<file path="src/sv/capf_pkg.sv">
package capf_pkg;

    localparam logic [7:0] ENVELOPE_TAG = 8'h0B;
    localparam logic [7:0] CLASS_PLAIN = 8'h00;
    localparam logic [7:0] CLASS_PROPRIETARY = 8'h80;
    localparam logic [7:0] CLASS_SECURE = 8'h84;
    localparam logic [7:0] SHORT_MAX = 8'hFF;

    localparam logic OP_HEADER = 1'b0;
    localparam logic OP_DATA = 1'b1;

    typedef enum logic [1:0] {
        STATUS_OK = 2'd0,
        STATUS_CLASS = 2'd1,
        STATUS_UNEXPECTED = 2'd2
    } status_t;

    typedef enum logic [4:0] {
        ST_IDLE,
        ST_ENV_TAG,
        ST_ENV_HI,
        ST_ENV_LO,
        ST_CLA,
        ST_INS,
        ST_P1,
        ST_P2,
        ST_LC_EXT0,
        ST_LC_HI,
        ST_LC_LO,
        ST_DATA,
        ST_LE_EXT0,
        ST_LE_HI,
        ST_LE_LO,
        ST_ERR_CLASS,
        ST_ERR_DATA
    } state_t;

    typedef enum logic [3:0] {
        SEL_ZERO,
        SEL_TAG,
        SEL_SIZE_HI,
        SEL_SIZE_LO,
        SEL_CLA,
        SEL_INS,
        SEL_P1,
        SEL_P2,
        SEL_LC_HI,
        SEL_LC_LO,
        SEL_DATA,
        SEL_LE_HI,
        SEL_LE_LO
    } byte_sel_t;

    typedef struct packed {
        logic      hdr_accept;
        logic      data_accept;
        logic      load;
        byte_sel_t sel;
        logic      last;
        status_t   status;
    } ctrl_cmd_t;

    typedef struct packed {
        logic out_free;
        logic reject;
        logic env_en;
        logic rem_zero;
        logic discard;
        logic lc_zero;
        logic lc_ext;
        logic le_zero;
        logic le_short;
    } dp_status_t;

    // Size in bytes of the Le field for a given Le and length mode.
    function automatic logic [2:0] le_field_size(input logic [15:0] le, input logic ext);
        logic [2:0] size;
        if (le == 16'd0) begin
            size = 3'd0;
        end else if (ext) begin
            size = 3'd2;
        end else if (le <= {8'd0, SHORT_MAX}) begin
            size = 3'd1;
        end else begin
            size = 3'd3;
        end
        return size;
    endfunction

endpackage

</file>
<file path="src/sv/command_apdu_framer_core.sv">
// Command APDU framer. A header word yields the envelope prefix when enabled
// (tag, length high, length low), the four header bytes and the Lc field; each
// data word yields one byte, and the Le field follows the last data byte or
// the header when there is no data. The controller takes a word only while it
// is idle and then emits one byte per cycle into a single output register,
// each byte waiting while that register is held by the downstream side. A
// header word emits four to ten bytes, a passed data word one byte plus up to
// three more for a trailing Le field, an error word one byte and a swallowed
// data word none.
module command_apdu_framer_core (
    input  logic        aclk,
    input  logic        aresetn,
    input  logic        cfg_we,
    input  logic        cfg_wdata,
    input  logic        s_valid,
    output logic        s_ready,
    input  logic        s_operation,
    input  logic [7:0]  s_class_byte,
    input  logic [7:0]  s_instruction_byte,
    input  logic [7:0]  s_param_one,
    input  logic [7:0]  s_param_two,
    input  logic [15:0] s_data_length,
    input  logic [15:0] s_expected_length,
    input  logic [7:0]  s_data_byte,
    output logic        m_valid,
    input  logic        m_ready,
    output logic [7:0]  m_wire_byte,
    output logic        m_last_byte,
    output logic [1:0]  m_status
);

    capf_pkg::ctrl_cmd_t  cmd;
    capf_pkg::dp_status_t sts;

    capf_ctrl u_ctrl (
        .aclk        (aclk),
        .aresetn     (aresetn),
        .s_valid     (s_valid),
        .s_operation (s_operation),
        .s_ready     (s_ready),
        .sts         (sts),
        .cmd         (cmd)
    );

    capf_datapath u_datapath (
        .aclk               (aclk),
        .aresetn            (aresetn),
        .cfg_we             (cfg_we),
        .cfg_wdata          (cfg_wdata),
        .s_class_byte       (s_class_byte),
        .s_instruction_byte (s_instruction_byte),
        .s_param_one        (s_param_one),
        .s_param_two        (s_param_two),
        .s_data_length      (s_data_length),
        .s_expected_length  (s_expected_length),
        .s_data_byte        (s_data_byte),
        .cmd                (cmd),
        .sts                (sts),
        .m_valid            (m_valid),
        .m_ready            (m_ready),
        .m_wire_byte        (m_wire_byte),
        .m_last_byte        (m_last_byte),
        .m_status           (m_status)
    );

endmodule

</file>
<file path="src/sv/capf_datapath.sv">
module capf_datapath (
    input  logic                  aclk,
    input  logic                  aresetn,
    input  logic                  cfg_we,
    input  logic                  cfg_wdata,
    input  logic [7:0]            s_class_byte,
    input  logic [7:0]            s_instruction_byte,
    input  logic [7:0]            s_param_one,
    input  logic [7:0]            s_param_two,
    input  logic [15:0]           s_data_length,
    input  logic [15:0]           s_expected_length,
    input  logic [7:0]            s_data_byte,
    input  capf_pkg::ctrl_cmd_t   cmd,
    output capf_pkg::dp_status_t  sts,
    output logic                  m_valid,
    input  logic                  m_ready,
    output logic [7:0]            m_wire_byte,
    output logic                  m_last_byte,
    output logic [1:0]            m_status
);

    logic        env_en_reg;
    logic [7:0]  cla_reg;
    logic [7:0]  ins_reg;
    logic [7:0]  p1_reg;
    logic [7:0]  p2_reg;
    logic [15:0] lc_reg;
    logic [15:0] le_reg;
    logic [15:0] rem_reg;
    logic [15:0] rem_next;
    logic        discard_reg;
    logic        discard_next;
    logic [15:0] size_reg;
    logic [15:0] size_next;
    logic [7:0]  data_reg;
    logic        m_valid_reg;
    logic [7:0]  m_byte_reg;
    logic        m_last_reg;
    logic [1:0]  m_status_reg;
    logic [7:0]  byte_mux;
    logic        class_ok;
    logic        in_lc_zero;
    logic        in_ext;
    logic [2:0]  in_extra;

    assign class_ok = (s_class_byte == capf_pkg::CLASS_PLAIN)
                   || (s_class_byte == capf_pkg::CLASS_PROPRIETARY)
                   || (s_class_byte == capf_pkg::CLASS_SECURE);

    assign in_lc_zero = (s_data_length == 16'd0);
    assign in_ext = (s_data_length > {8'd0, capf_pkg::SHORT_MAX});

    always_comb begin
        if (in_lc_zero) begin
            in_extra = capf_pkg::le_field_size(s_expected_length, 1'b0);
        end else begin
            in_extra = (in_ext ? 3'd3 : 3'd1)
                     + capf_pkg::le_field_size(s_expected_length, in_ext);
        end
        size_next = 16'd4 + s_data_length + {13'd0, in_extra};
    end

    always_comb begin
        rem_next = rem_reg;
        discard_next = discard_reg;
        if (cmd.hdr_accept) begin
            rem_next = s_data_length;
            discard_next = sts.reject && !in_lc_zero;
        end else if (cmd.data_accept && (rem_reg != 16'd0)) begin
            rem_next = rem_reg - 16'd1;
            if (rem_reg == 16'd1) begin
                discard_next = 1'b0;
            end
        end
    end

    always_comb begin
        case (cmd.sel)
            capf_pkg::SEL_ZERO:    byte_mux = 8'h00;
            capf_pkg::SEL_TAG:     byte_mux = capf_pkg::ENVELOPE_TAG;
            capf_pkg::SEL_SIZE_HI: byte_mux = size_reg[15:8];
            capf_pkg::SEL_SIZE_LO: byte_mux = size_reg[7:0];
            capf_pkg::SEL_CLA:     byte_mux = cla_reg;
            capf_pkg::SEL_INS:     byte_mux = ins_reg;
            capf_pkg::SEL_P1:      byte_mux = p1_reg;
            capf_pkg::SEL_P2:      byte_mux = p2_reg;
            capf_pkg::SEL_LC_HI:   byte_mux = lc_reg[15:8];
            capf_pkg::SEL_LC_LO:   byte_mux = lc_reg[7:0];
            capf_pkg::SEL_DATA:    byte_mux = data_reg;
            capf_pkg::SEL_LE_HI:   byte_mux = le_reg[15:8];
            capf_pkg::SEL_LE_LO:   byte_mux = le_reg[7:0];
            default:               byte_mux = 8'h00;
        endcase
    end

    always_ff @(posedge aclk) begin
        if (!aresetn) begin
            env_en_reg <= 1'b0;
            rem_reg <= 16'd0;
            discard_reg <= 1'b0;
            m_valid_reg <= 1'b0;
        end else begin
            if (cfg_we) begin
                env_en_reg <= cfg_wdata;
            end
            rem_reg <= rem_next;
            discard_reg <= discard_next;
            if (cmd.load) begin
                m_valid_reg <= 1'b1;
            end else if (m_ready) begin
                m_valid_reg <= 1'b0;
            end
        end
    end

    always_ff @(posedge aclk) begin
        if (cmd.hdr_accept) begin
            cla_reg <= s_class_byte;
            ins_reg <= s_instruction_byte;
            p1_reg <= s_param_one;
            p2_reg <= s_param_two;
            lc_reg <= s_data_length;
            le_reg <= s_expected_length;
            size_reg <= size_next;
        end
        if (cmd.data_accept) begin
            data_reg <= s_data_byte;
        end
        if (cmd.load) begin
            m_byte_reg <= byte_mux;
            m_last_reg <= cmd.last;
            m_status_reg <= cmd.status;
        end
    end

    assign sts.out_free = !m_valid_reg || m_ready;
    assign sts.reject = env_en_reg && !class_ok;
    assign sts.env_en = env_en_reg;
    assign sts.rem_zero = (rem_reg == 16'd0);
    assign sts.discard = discard_reg;
    assign sts.lc_zero = (lc_reg == 16'd0);
    assign sts.lc_ext = (lc_reg > {8'd0, capf_pkg::SHORT_MAX});
    assign sts.le_zero = (le_reg == 16'd0);
    assign sts.le_short = (le_reg <= {8'd0, capf_pkg::SHORT_MAX});

    assign m_valid = m_valid_reg;
    assign m_wire_byte = m_byte_reg;
    assign m_last_byte = m_last_reg;
    assign m_status = m_status_reg;

endmodule

</file>
<file path="src/sv/capf_ctrl.sv">
module capf_ctrl (
    input  logic                  aclk,
    input  logic                  aresetn,
    input  logic                  s_valid,
    input  logic                  s_operation,
    output logic                  s_ready,
    input  capf_pkg::dp_status_t  sts,
    output capf_pkg::ctrl_cmd_t   cmd
);

    capf_pkg::state_t state_reg;
    capf_pkg::state_t state_next;
    capf_pkg::state_t le_start;
    logic             accept;

    assign s_ready = (state_reg == capf_pkg::ST_IDLE);
    assign accept = s_valid && s_ready;

    always_comb begin
        if (sts.lc_ext) begin
            le_start = capf_pkg::ST_LE_HI;
        end else if (sts.le_short) begin
            le_start = capf_pkg::ST_LE_LO;
        end else begin
            le_start = capf_pkg::ST_LE_EXT0;
        end
    end

    always_comb begin
        state_next = state_reg;
        case (state_reg)
            capf_pkg::ST_IDLE: begin
                if (s_valid) begin
                    if (s_operation == capf_pkg::OP_HEADER) begin
                        if (sts.reject) begin
                            state_next = capf_pkg::ST_ERR_CLASS;
                        end else if (sts.env_en) begin
                            state_next = capf_pkg::ST_ENV_TAG;
                        end else begin
                            state_next = capf_pkg::ST_CLA;
                        end
                    end else if (sts.rem_zero) begin
                        state_next = capf_pkg::ST_ERR_DATA;
                    end else if (!sts.discard) begin
                        state_next = capf_pkg::ST_DATA;
                    end
                end
            end
            default: begin
                if (sts.out_free) begin
                    case (state_reg)
                        capf_pkg::ST_ENV_TAG: state_next = capf_pkg::ST_ENV_HI;
                        capf_pkg::ST_ENV_HI:  state_next = capf_pkg::ST_ENV_LO;
                        capf_pkg::ST_ENV_LO:  state_next = capf_pkg::ST_CLA;
                        capf_pkg::ST_CLA:     state_next = capf_pkg::ST_INS;
                        capf_pkg::ST_INS:     state_next = capf_pkg::ST_P1;
                        capf_pkg::ST_P1:      state_next = capf_pkg::ST_P2;
                        capf_pkg::ST_P2: begin
                            if (sts.lc_zero) begin
                                state_next = sts.le_zero ? capf_pkg::ST_IDLE : le_start;
                            end else if (sts.lc_ext) begin
                                state_next = capf_pkg::ST_LC_EXT0;
                            end else begin
                                state_next = capf_pkg::ST_LC_LO;
                            end
                        end
                        capf_pkg::ST_LC_EXT0: state_next = capf_pkg::ST_LC_HI;
                        capf_pkg::ST_LC_HI:   state_next = capf_pkg::ST_LC_LO;
                        capf_pkg::ST_DATA: begin
                            if (sts.rem_zero && !sts.le_zero) begin
                                state_next = le_start;
                            end else begin
                                state_next = capf_pkg::ST_IDLE;
                            end
                        end
                        capf_pkg::ST_LE_EXT0: state_next = capf_pkg::ST_LE_HI;
                        capf_pkg::ST_LE_HI:   state_next = capf_pkg::ST_LE_LO;
                        default:              state_next = capf_pkg::ST_IDLE;
                    endcase
                end
            end
        endcase
    end

    always_comb begin
        cmd.hdr_accept = accept && (s_operation == capf_pkg::OP_HEADER);
        cmd.data_accept = accept && (s_operation == capf_pkg::OP_DATA);
        cmd.load = sts.out_free && (state_reg != capf_pkg::ST_IDLE);
        cmd.last = 1'b0;
        cmd.status = capf_pkg::STATUS_OK;
        case (state_reg)
            capf_pkg::ST_ENV_TAG: cmd.sel = capf_pkg::SEL_TAG;
            capf_pkg::ST_ENV_HI:  cmd.sel = capf_pkg::SEL_SIZE_HI;
            capf_pkg::ST_ENV_LO:  cmd.sel = capf_pkg::SEL_SIZE_LO;
            capf_pkg::ST_CLA:     cmd.sel = capf_pkg::SEL_CLA;
            capf_pkg::ST_INS:     cmd.sel = capf_pkg::SEL_INS;
            capf_pkg::ST_P1:      cmd.sel = capf_pkg::SEL_P1;
            capf_pkg::ST_P2: begin
                cmd.sel = capf_pkg::SEL_P2;
                cmd.last = sts.lc_zero && sts.le_zero;
            end
            capf_pkg::ST_LC_EXT0: cmd.sel = capf_pkg::SEL_ZERO;
            capf_pkg::ST_LC_HI:   cmd.sel = capf_pkg::SEL_LC_HI;
            capf_pkg::ST_LC_LO:   cmd.sel = capf_pkg::SEL_LC_LO;
            capf_pkg::ST_DATA: begin
                cmd.sel = capf_pkg::SEL_DATA;
                cmd.last = sts.rem_zero && sts.le_zero;
            end
            capf_pkg::ST_LE_EXT0: cmd.sel = capf_pkg::SEL_ZERO;
            capf_pkg::ST_LE_HI:   cmd.sel = capf_pkg::SEL_LE_HI;
            capf_pkg::ST_LE_LO: begin
                cmd.sel = capf_pkg::SEL_LE_LO;
                cmd.last = 1'b1;
            end
            capf_pkg::ST_ERR_CLASS: begin
                cmd.sel = capf_pkg::SEL_ZERO;
                cmd.last = 1'b1;
                cmd.status = capf_pkg::STATUS_CLASS;
            end
            capf_pkg::ST_ERR_DATA: begin
                cmd.sel = capf_pkg::SEL_ZERO;
                cmd.last = 1'b1;
                cmd.status = capf_pkg::STATUS_UNEXPECTED;
            end
            default: cmd.sel = capf_pkg::SEL_ZERO;
        endcase
    end

    always_ff @(posedge aclk) begin
        if (!aresetn) begin
            state_reg <= capf_pkg::ST_IDLE;
        end else begin
            state_reg <= state_next;
        end
    end

endmodule
</file>
<file path="config.mk">
export PLATFORM = sky130hd
export DESIGN_NAME = command_apdu_framer_core
export DESIGN_NICKNAME = d
export VERILOG_FILES = /design/src/sv/capf_pkg.sv /design/src/sv/command_apdu_framer_core.sv /design/src/sv/capf_datapath.sv /design/src/sv/capf_ctrl.sv
export SDC_FILE = /design/constraint.sdc
export NUM_CORES = 1
export LEC_CHECK = 0
export BUFFER_PORTS_ARGS = -buffer_cell sky130_fd_sc_hd__buf_4
export CAP_MARGIN = 20
export CELL_PAD_IN_SITES_DETAIL_PLACEMENT = 1
export CELL_PAD_IN_SITES_GLOBAL_PLACEMENT = 1
export CORE_ASPECT_RATIO = 0.6
export CORE_MARGIN = 10
export CORE_UTILIZATION = 30
export DETAILED_ROUTE_END_ITERATION = 12
export MAX_ROUTING_LAYER = met4
export PLACE_DENSITY_LB_ADDON = 0.12
export SLEW_MARGIN = 20
export SYNTH_ARGS = -nofsm -noshare
export SYNTH_HDL_FRONTEND = slang
export SYNTH_SLANG_ARGS = --single-unit
</file>
<file path="constraint.sdc">
create_clock -name aclk -period 8.6 [get_ports aclk]
set_input_delay 0.86 -clock aclk [delete_from_list [all_inputs] [get_ports aclk]]
set_output_delay 0.86 -clock aclk [all_outputs]
set_load 0.02 [all_outputs]
</file>
== Yosys cells after proc, flatten, opt, wreduce, memory -nomap -nowiden ==
Cells that the tools add are included.
Operators by class
  add/sub/neg operators: 4
  magnitude comparators: 4
  equal/unequal tests: 33
  mux-type cells: 33
  bitwise operators: 1
  reductions and logical operators: 33
Operators with widths (count)
  $pmux W8 S12: 1
  $logic_not A16 Y1: 5
  $pmux W5 S12: 1
  $pmux W4 S12: 1
  $mux W5: 9
  $eq A5 B4 Y1 const B: 8
  $gt A16 B8 Y1 const B: 2
  $le A16 B8 Y1 const B: 2
  $mux W16: 2
  $eq A4 B4 Y1 const B: 5
  $eq A5 B3 Y1 const B: 4
  $mux W3: 6
  $add A16 B3 Y16: 1
  $add A3 B16 Y16 const A: 1
  $eq A16 B1 Y1 const B: 1
  $eq A4 B3 Y1 const B: 4
  $eq A8 B8 Y1 const B: 2
  $reduce_bool A16 Y1: 1
  $sub A16 B1 Y16 const B: 1
  $eq A5 B2 Y1 const B: 2
  $logic_and A1 B1 Y1: 10
  $mux W2: 5
  $eq A4 B2 Y1 const B: 2
  $logic_not A8 Y1: 1
  19 further kinds: 31
Storage, ports and cells
  register bits: 123
  word-level logic and storage cells: 124

== Logic depth before layout (Yosys ltp) ==
  depth after elaboration: 9
  depth in mapped cells: 15

== Cells and area by module ==
A second synthesis with hierarchy kept.
Unflattened totals
  cell total of the unflattened synthesis: 523
  area, all modules: 5997.0 µm²
Modules (own cells, without submodules)
  capf_datapath: times used 1, cells an instance 439, area an instance 5422.7 µm², sequential area each 3353.2 µm²
  capf_ctrl: times used 1, cells an instance 84, area an instance 574.3 µm², sequential area each 100.1 µm²

== Worst setup path before layout ==
OpenSTA, ideal clock, no wires.
  kind: input -> register
  start: input port s_operation
  end: register u_datapath.rem_reg[13]
  setup time: 83 ps
  data arrival time: 4147 ps
  required time: 8517 ps
  path slack: 4370 ps
  cell stages on the path: 6
  buffers on the path: 1
  cell sequence: inv_1 > nand4_1 > inv_1 > clkbuf_1 > a22oi_1 > o22ai_1
RTL lines
  from (decl): line command_apdu_framer_core.sv:17  | input logic s_operation,
  to (signal assigned): line capf_datapath.sv:106  | rem_reg <= rem_next;
  to (decl): line capf_datapath.sv:29  | logic [15:0] rem_reg;

== Final worst setup path ==
  start: input port s_expected_length[15]
  end: register u_datapath.size_reg[15] (data pin)
On the way
  longest elaborated chain between the ends: 8
Ends and longest elaborated chain
  from (decl): line command_apdu_framer_core.sv:23  | input logic [15:0] s_expected_length,
  $le A16 B8 Y1: line capf_pkg.sv:82  | end else if (le <= {8'd0, SHORT_MAX}) begin
  $mux W2: line capf_pkg.sv:82
  $mux W3: line capf_pkg.sv:80  | end else if (ext) begin
  $mux W3: line capf_pkg.sv:78  | if (le == 16'd0) begin
  $mux W3: line capf_datapath.sv:54  | if (in_lc_zero) begin
  $add A3 B3 Y3: line capf_datapath.sv:58  | + capf_pkg::le_field_size(s_expected_length, in_ext);
  $mux W3 *: line capf_datapath.sv:54
  $add A16 B3 Y16 *: line capf_datapath.sv:60  | size_next = 16'd4 + s_data_length + {13'd0, in_extra};
  via u_datapath.size_next[15]: line capf_datapath.sv:34  | logic [15:0] size_next;
  to (signal assigned): line capf_datapath.sv:124  | size_reg <= size_next;
  to (decl): line capf_datapath.sv:33  | logic [15:0] size_reg;
The timed path passes the listed nets; every way through them passes the cells marked *. The select of a mux whose other input is x is not followed.
A chain may end at the register's enable or synchronous reset.

==> summary.log <==
qor: critical_path.path_delay_family simple AND/OR/NAND/NOR gates
qor: cts.ctsLongestPathBuffers 2
qor: sta.unrepaired_setup_endpoints_after_global_routing false
qor: cts.clockRootBuffer sky130_fd_sc_hd__clkbuf_16
qor: drt.route.detailed.vias_per_inst 5.51
qor: sta.fin_crit_sh 49.5%
qor: synthesis.synth.cells.most_frequent sky130_fd_sc_hd__edfxtp_1, sky130_fd_sc_hd__nand2_1, sky130_fd_sc_hd__nor2_1
qor: synthesis.synthDominantAreaCellType sky130_fd_sc_hd__edfxtp_1
qor: sta.fmaxAchievable 0.235 GHz
qor: die.die_area 25,400 µm²
qor: finish.post_route_utilization 38.5%
qor: sta.clock_skew 0.0105 ns
qor: finish.cell_area_after_layout 7290 µm²
qor: critical_path.timing.critical_path.fanout_max 4
qor: sta.worst_slew_pin_slew 1.13 ns
qor: synthesis.synthesis.instances 487
qor: die.io-pin-count 92
qor: run.cap_viol_max_count 0
qor: synthesis.synth_simple_gate_area_share 16.3%
qor: drt.finalWirelength 20,300 µm
qor: finish.final_net_count 668
qor: global_route.grt_util_all_layers 16.8%
qor: global_route.antenna_found_initial 0
qor: drt.num_vias 4,620
qor: cts.postCtsSetupBuffers 0
qor: synthesis.netlist_area_before_placement 5770 µm²
qor: die.row_count 39
qor: finish.post_route_cells_drive_above_1_share 22.1%
qor: synthesis.post_synth.cell_area_avg 11.8 µm²
qor: placed_design.place_congestion 0.843
qor: critical_path.worst_setup_path_end_kind flip-flop
qor: synthesis.yosysTopAreaCellShare 51.5%
qor: synthesis.synth.most_common_cell sky130_fd_sc_hd__edfxtp_1
qor: synthesis.synth_top_family_by_area simple AND/OR/NAND/NOR gates
qor: drt.post-route-drc-count 0
qor: placed_design.placement.cell_area 6690 µm²
qor: synthesis.synth_compound_gate_area_share 16.3%
qor: synthesis.synth_cell_type_count 62
qor: drt.drt-pass1-iter-count 8
qor: synthesis.nets_in_the_synthesized_netlist 576
qor: synthesis.synth_xor_area_share 2.13%
qor: finish.signed_area_change_from_the_synthesized_netlist_to_the_final_layout 26.3%
qor: sta.final-max-slew-violation-count 0
qor: global_route.first_global_vias 4,898
qor: die.floorplan.die.width 199 µm
qor: critical_path.critPathKind in -> reg
qor: die.start_util 30.5%
qor: critical_path.cp.arrival 4.45 ns
qor: die.core_area 18,900 µm²
qor: cts.cts.sink_count 123
qor: cts.cts_tree built
qor: critical_path.timing.critical_path.slowest_cell_delay 0.55 ns
qor: placed_design.dp.final_hpwl 15,200 µm
qor: sta.finalWorstPathRequiredPeriod 4.26 ns
qor: drt.wl_per_cell 24.3 µm
qor: synthesis.synth_async_sr_flop_share 0%
qor: power_and_ir_drop.worst_ir_drop_vdd 0.164 mV
qor: hold_path.min_path_type reg -> reg
qor: sta.timing.setup.tns 0 ns
qor: drt.ant_nets 0
qor: status.outcome completed
qor: critical_path.critical_path.slowest_cell sky130_fd_sc_hd__or4_1
qor: die.floorplan.die.height 127 µm
qor: cts.cts_htree_levels 4
qor: cts.cts_buffers 17
qor: synthesis.synthesized_area_fraction_occupied_by_adder_cells 2.43%
qor: cts.clk_transition_reported_paths 0.06 ns
qor: critical_path.timing.critical_path.cells buf_4, or4_1, nor2_1, and3_1, a21oi_1, fa_1, nand2_1, o21ai_0, ha_1, ha_1, fa_1, a21o_1, nor2b_1, and3_1, nand3_1, xnor2_1
qor: synthesis.dominantRegCellSynth sky130_fd_sc_hd__edfxtp_1
qor: power_and_ir_drop.power_per_cell_area 334 nW/µm²
qor: global_route.grt_pass1_wl 30,700 µm
qor: cts.worst_skew_pair.late_latency 0.43 ns
qor: sta.tightest_slew_margin_relative_to_the_limit 24.7%
qor: synthesis.synth_mux_area_share 0.737%
qor: synthesis.yosys_warnings 0
qor: synthesis.yosys_register_bits 123
qor: cts.postCtsResizedCells 0
qor: global_route.grt_max_degree 89
qor: synthesis.synth_enable_flop_cells 99
qor: critical_path.startpoint_class primary input
qor: global_route.overflow 0
qor: finish.n_antenna_cell 0
qor: placed_design.placement.io_buffers 91
qor: drt.drt_iter0_drc 408
qor: power_and_ir_drop.leakage 2.61 nW
qor: critical_path.critical_path_required 8.79 ns
qor: synthesis.synth-seq-area-share 59.9%
qor: sta.finalSetupViolCount 0
qor: sta.report.final.hold_viol_count 0
qor: cts.post_cts_hold_buffer_count 0
qor: power_and_ir_drop.report.power.total 2.44 mW
qor: critical_path.crit_buf_inv 1
qor: synthesis.synth.top_cells.by_area sky130_fd_sc_hd__edfxtp_1, sky130_fd_sc_hd__dfxtp_1, sky130_fd_sc_hd__a22oi_1, sky130_fd_sc_hd__nand2_1, sky130_fd_sc_hd__nor2_1
-- stage by stage --
stage	hold WS [ns]	std cells	worst slack [ns]
after global routing	0.509	838	4.13
after CTS	0.486	838	4.24
final	0.487	838	4.34
after global placement	0.462	806	3.98
after floorplan	0.446	487	4.37
after detailed placement	0.475	806	3.89
-- worst min-delay path, cell delays in order, from the launching register on --
cell and delay [ns]:
sky130_fd_sc_hd__dfxtp_1 0.32, sky130_fd_sc_hd__nand2_1 0.06, sky130_fd_sc_hd__o22ai_1 0.06
-- metal layers --
layer | part of all wire, % | vias up | track usage, % | routed length (µm)
met2 | 42 | 169 | 22.7 | 8460
li1 | - | 2105 | - | -
met1 | 51 | 2331 | 24.3 | 10300
met4 | 0.94 | 0 | 4.29 | 192
met3 | 6.6 | 15 | 4.14 | 1350
met5 | 0 | - | - | 0
-- cell type report --
| cell class | count | area, µm² |
|---|---|---|
| clock buffer | 26 | 512 |
| inverter | 13 | 50.0 |
| sequential | 123 | 3450 |
| multi-input combinational | 332 | 2190 |
| timing repair buffer | 92 | 694 |
| tap | 246 | 308 |
| fill | 2064 | 11600 |
| clock inverter | 6 | 82.6 |
-- power breakdown --
group	switching, mW	internal, mW
Combinational	0.514	0.294
Clock	0.268	0.468
Sequential	0.101	0.790
-- cells in the final DEF, fill, tap and decap left out, drive strengths merged, types with 5 or more instances in the layout --
master,n
edfxtp,99
buf,92
nand2,38
nor2,35
clkbuf,26
dfxtp,24
o21ai,22
a22oi,22
nor4,18
a21oi,15
inv,12
nand3,11
nor3,10
and3,10
a21boi,10
xnor2,9
nand4,8
ha,8
nand2b,7
a32o,7
and2,7
or3,7
a221oi,6
a32oi,6
nor2b,5
and4,5
xor2,5
or4,5
-- cells by family (layout without fill, tap and decap cells) --
kind of cell             count (synthesis)  after routing
AO/OA/AOI/OAI                          129            129
XOR/XNOR                                14             14
AND/OR/NAND/NOR                        175            175
buffers and inverters                   32            137
adder cells (fa/ha/maj)                 10             10
flip-flops                             123            123
multiplexers                             4              4
-- path summary, 6_finish.rpt --
| path | startpoint | endpoint | slack [ns] | cells past startpoint |
|---|---|---|---|---|
| min reg2reg | u_datapath.rem_reg[15]$_SDFFE_PN0P_ | u_datapath.rem_reg[15]$_SDFFE_PN0P_ | 0.49 | 2 |
| min | u_datapath.rem_reg[15]$_SDFFE_PN0P_ | u_datapath.rem_reg[15]$_SDFFE_PN0P_ | 0.49 | 2 |
| max | s_expected_length[15] | u_datapath.size_reg[15]$_DFFE_PP_ | 4.34 | 16 |
| max reg2reg | u_ctrl.state_reg[3]$_SDFFE_PN0P_ | u_datapath.rem_reg[11]$_SDFFE_PN0P_ | 4.48 | 7 |
No activity file was read; power rests on OpenSTA's default activity.
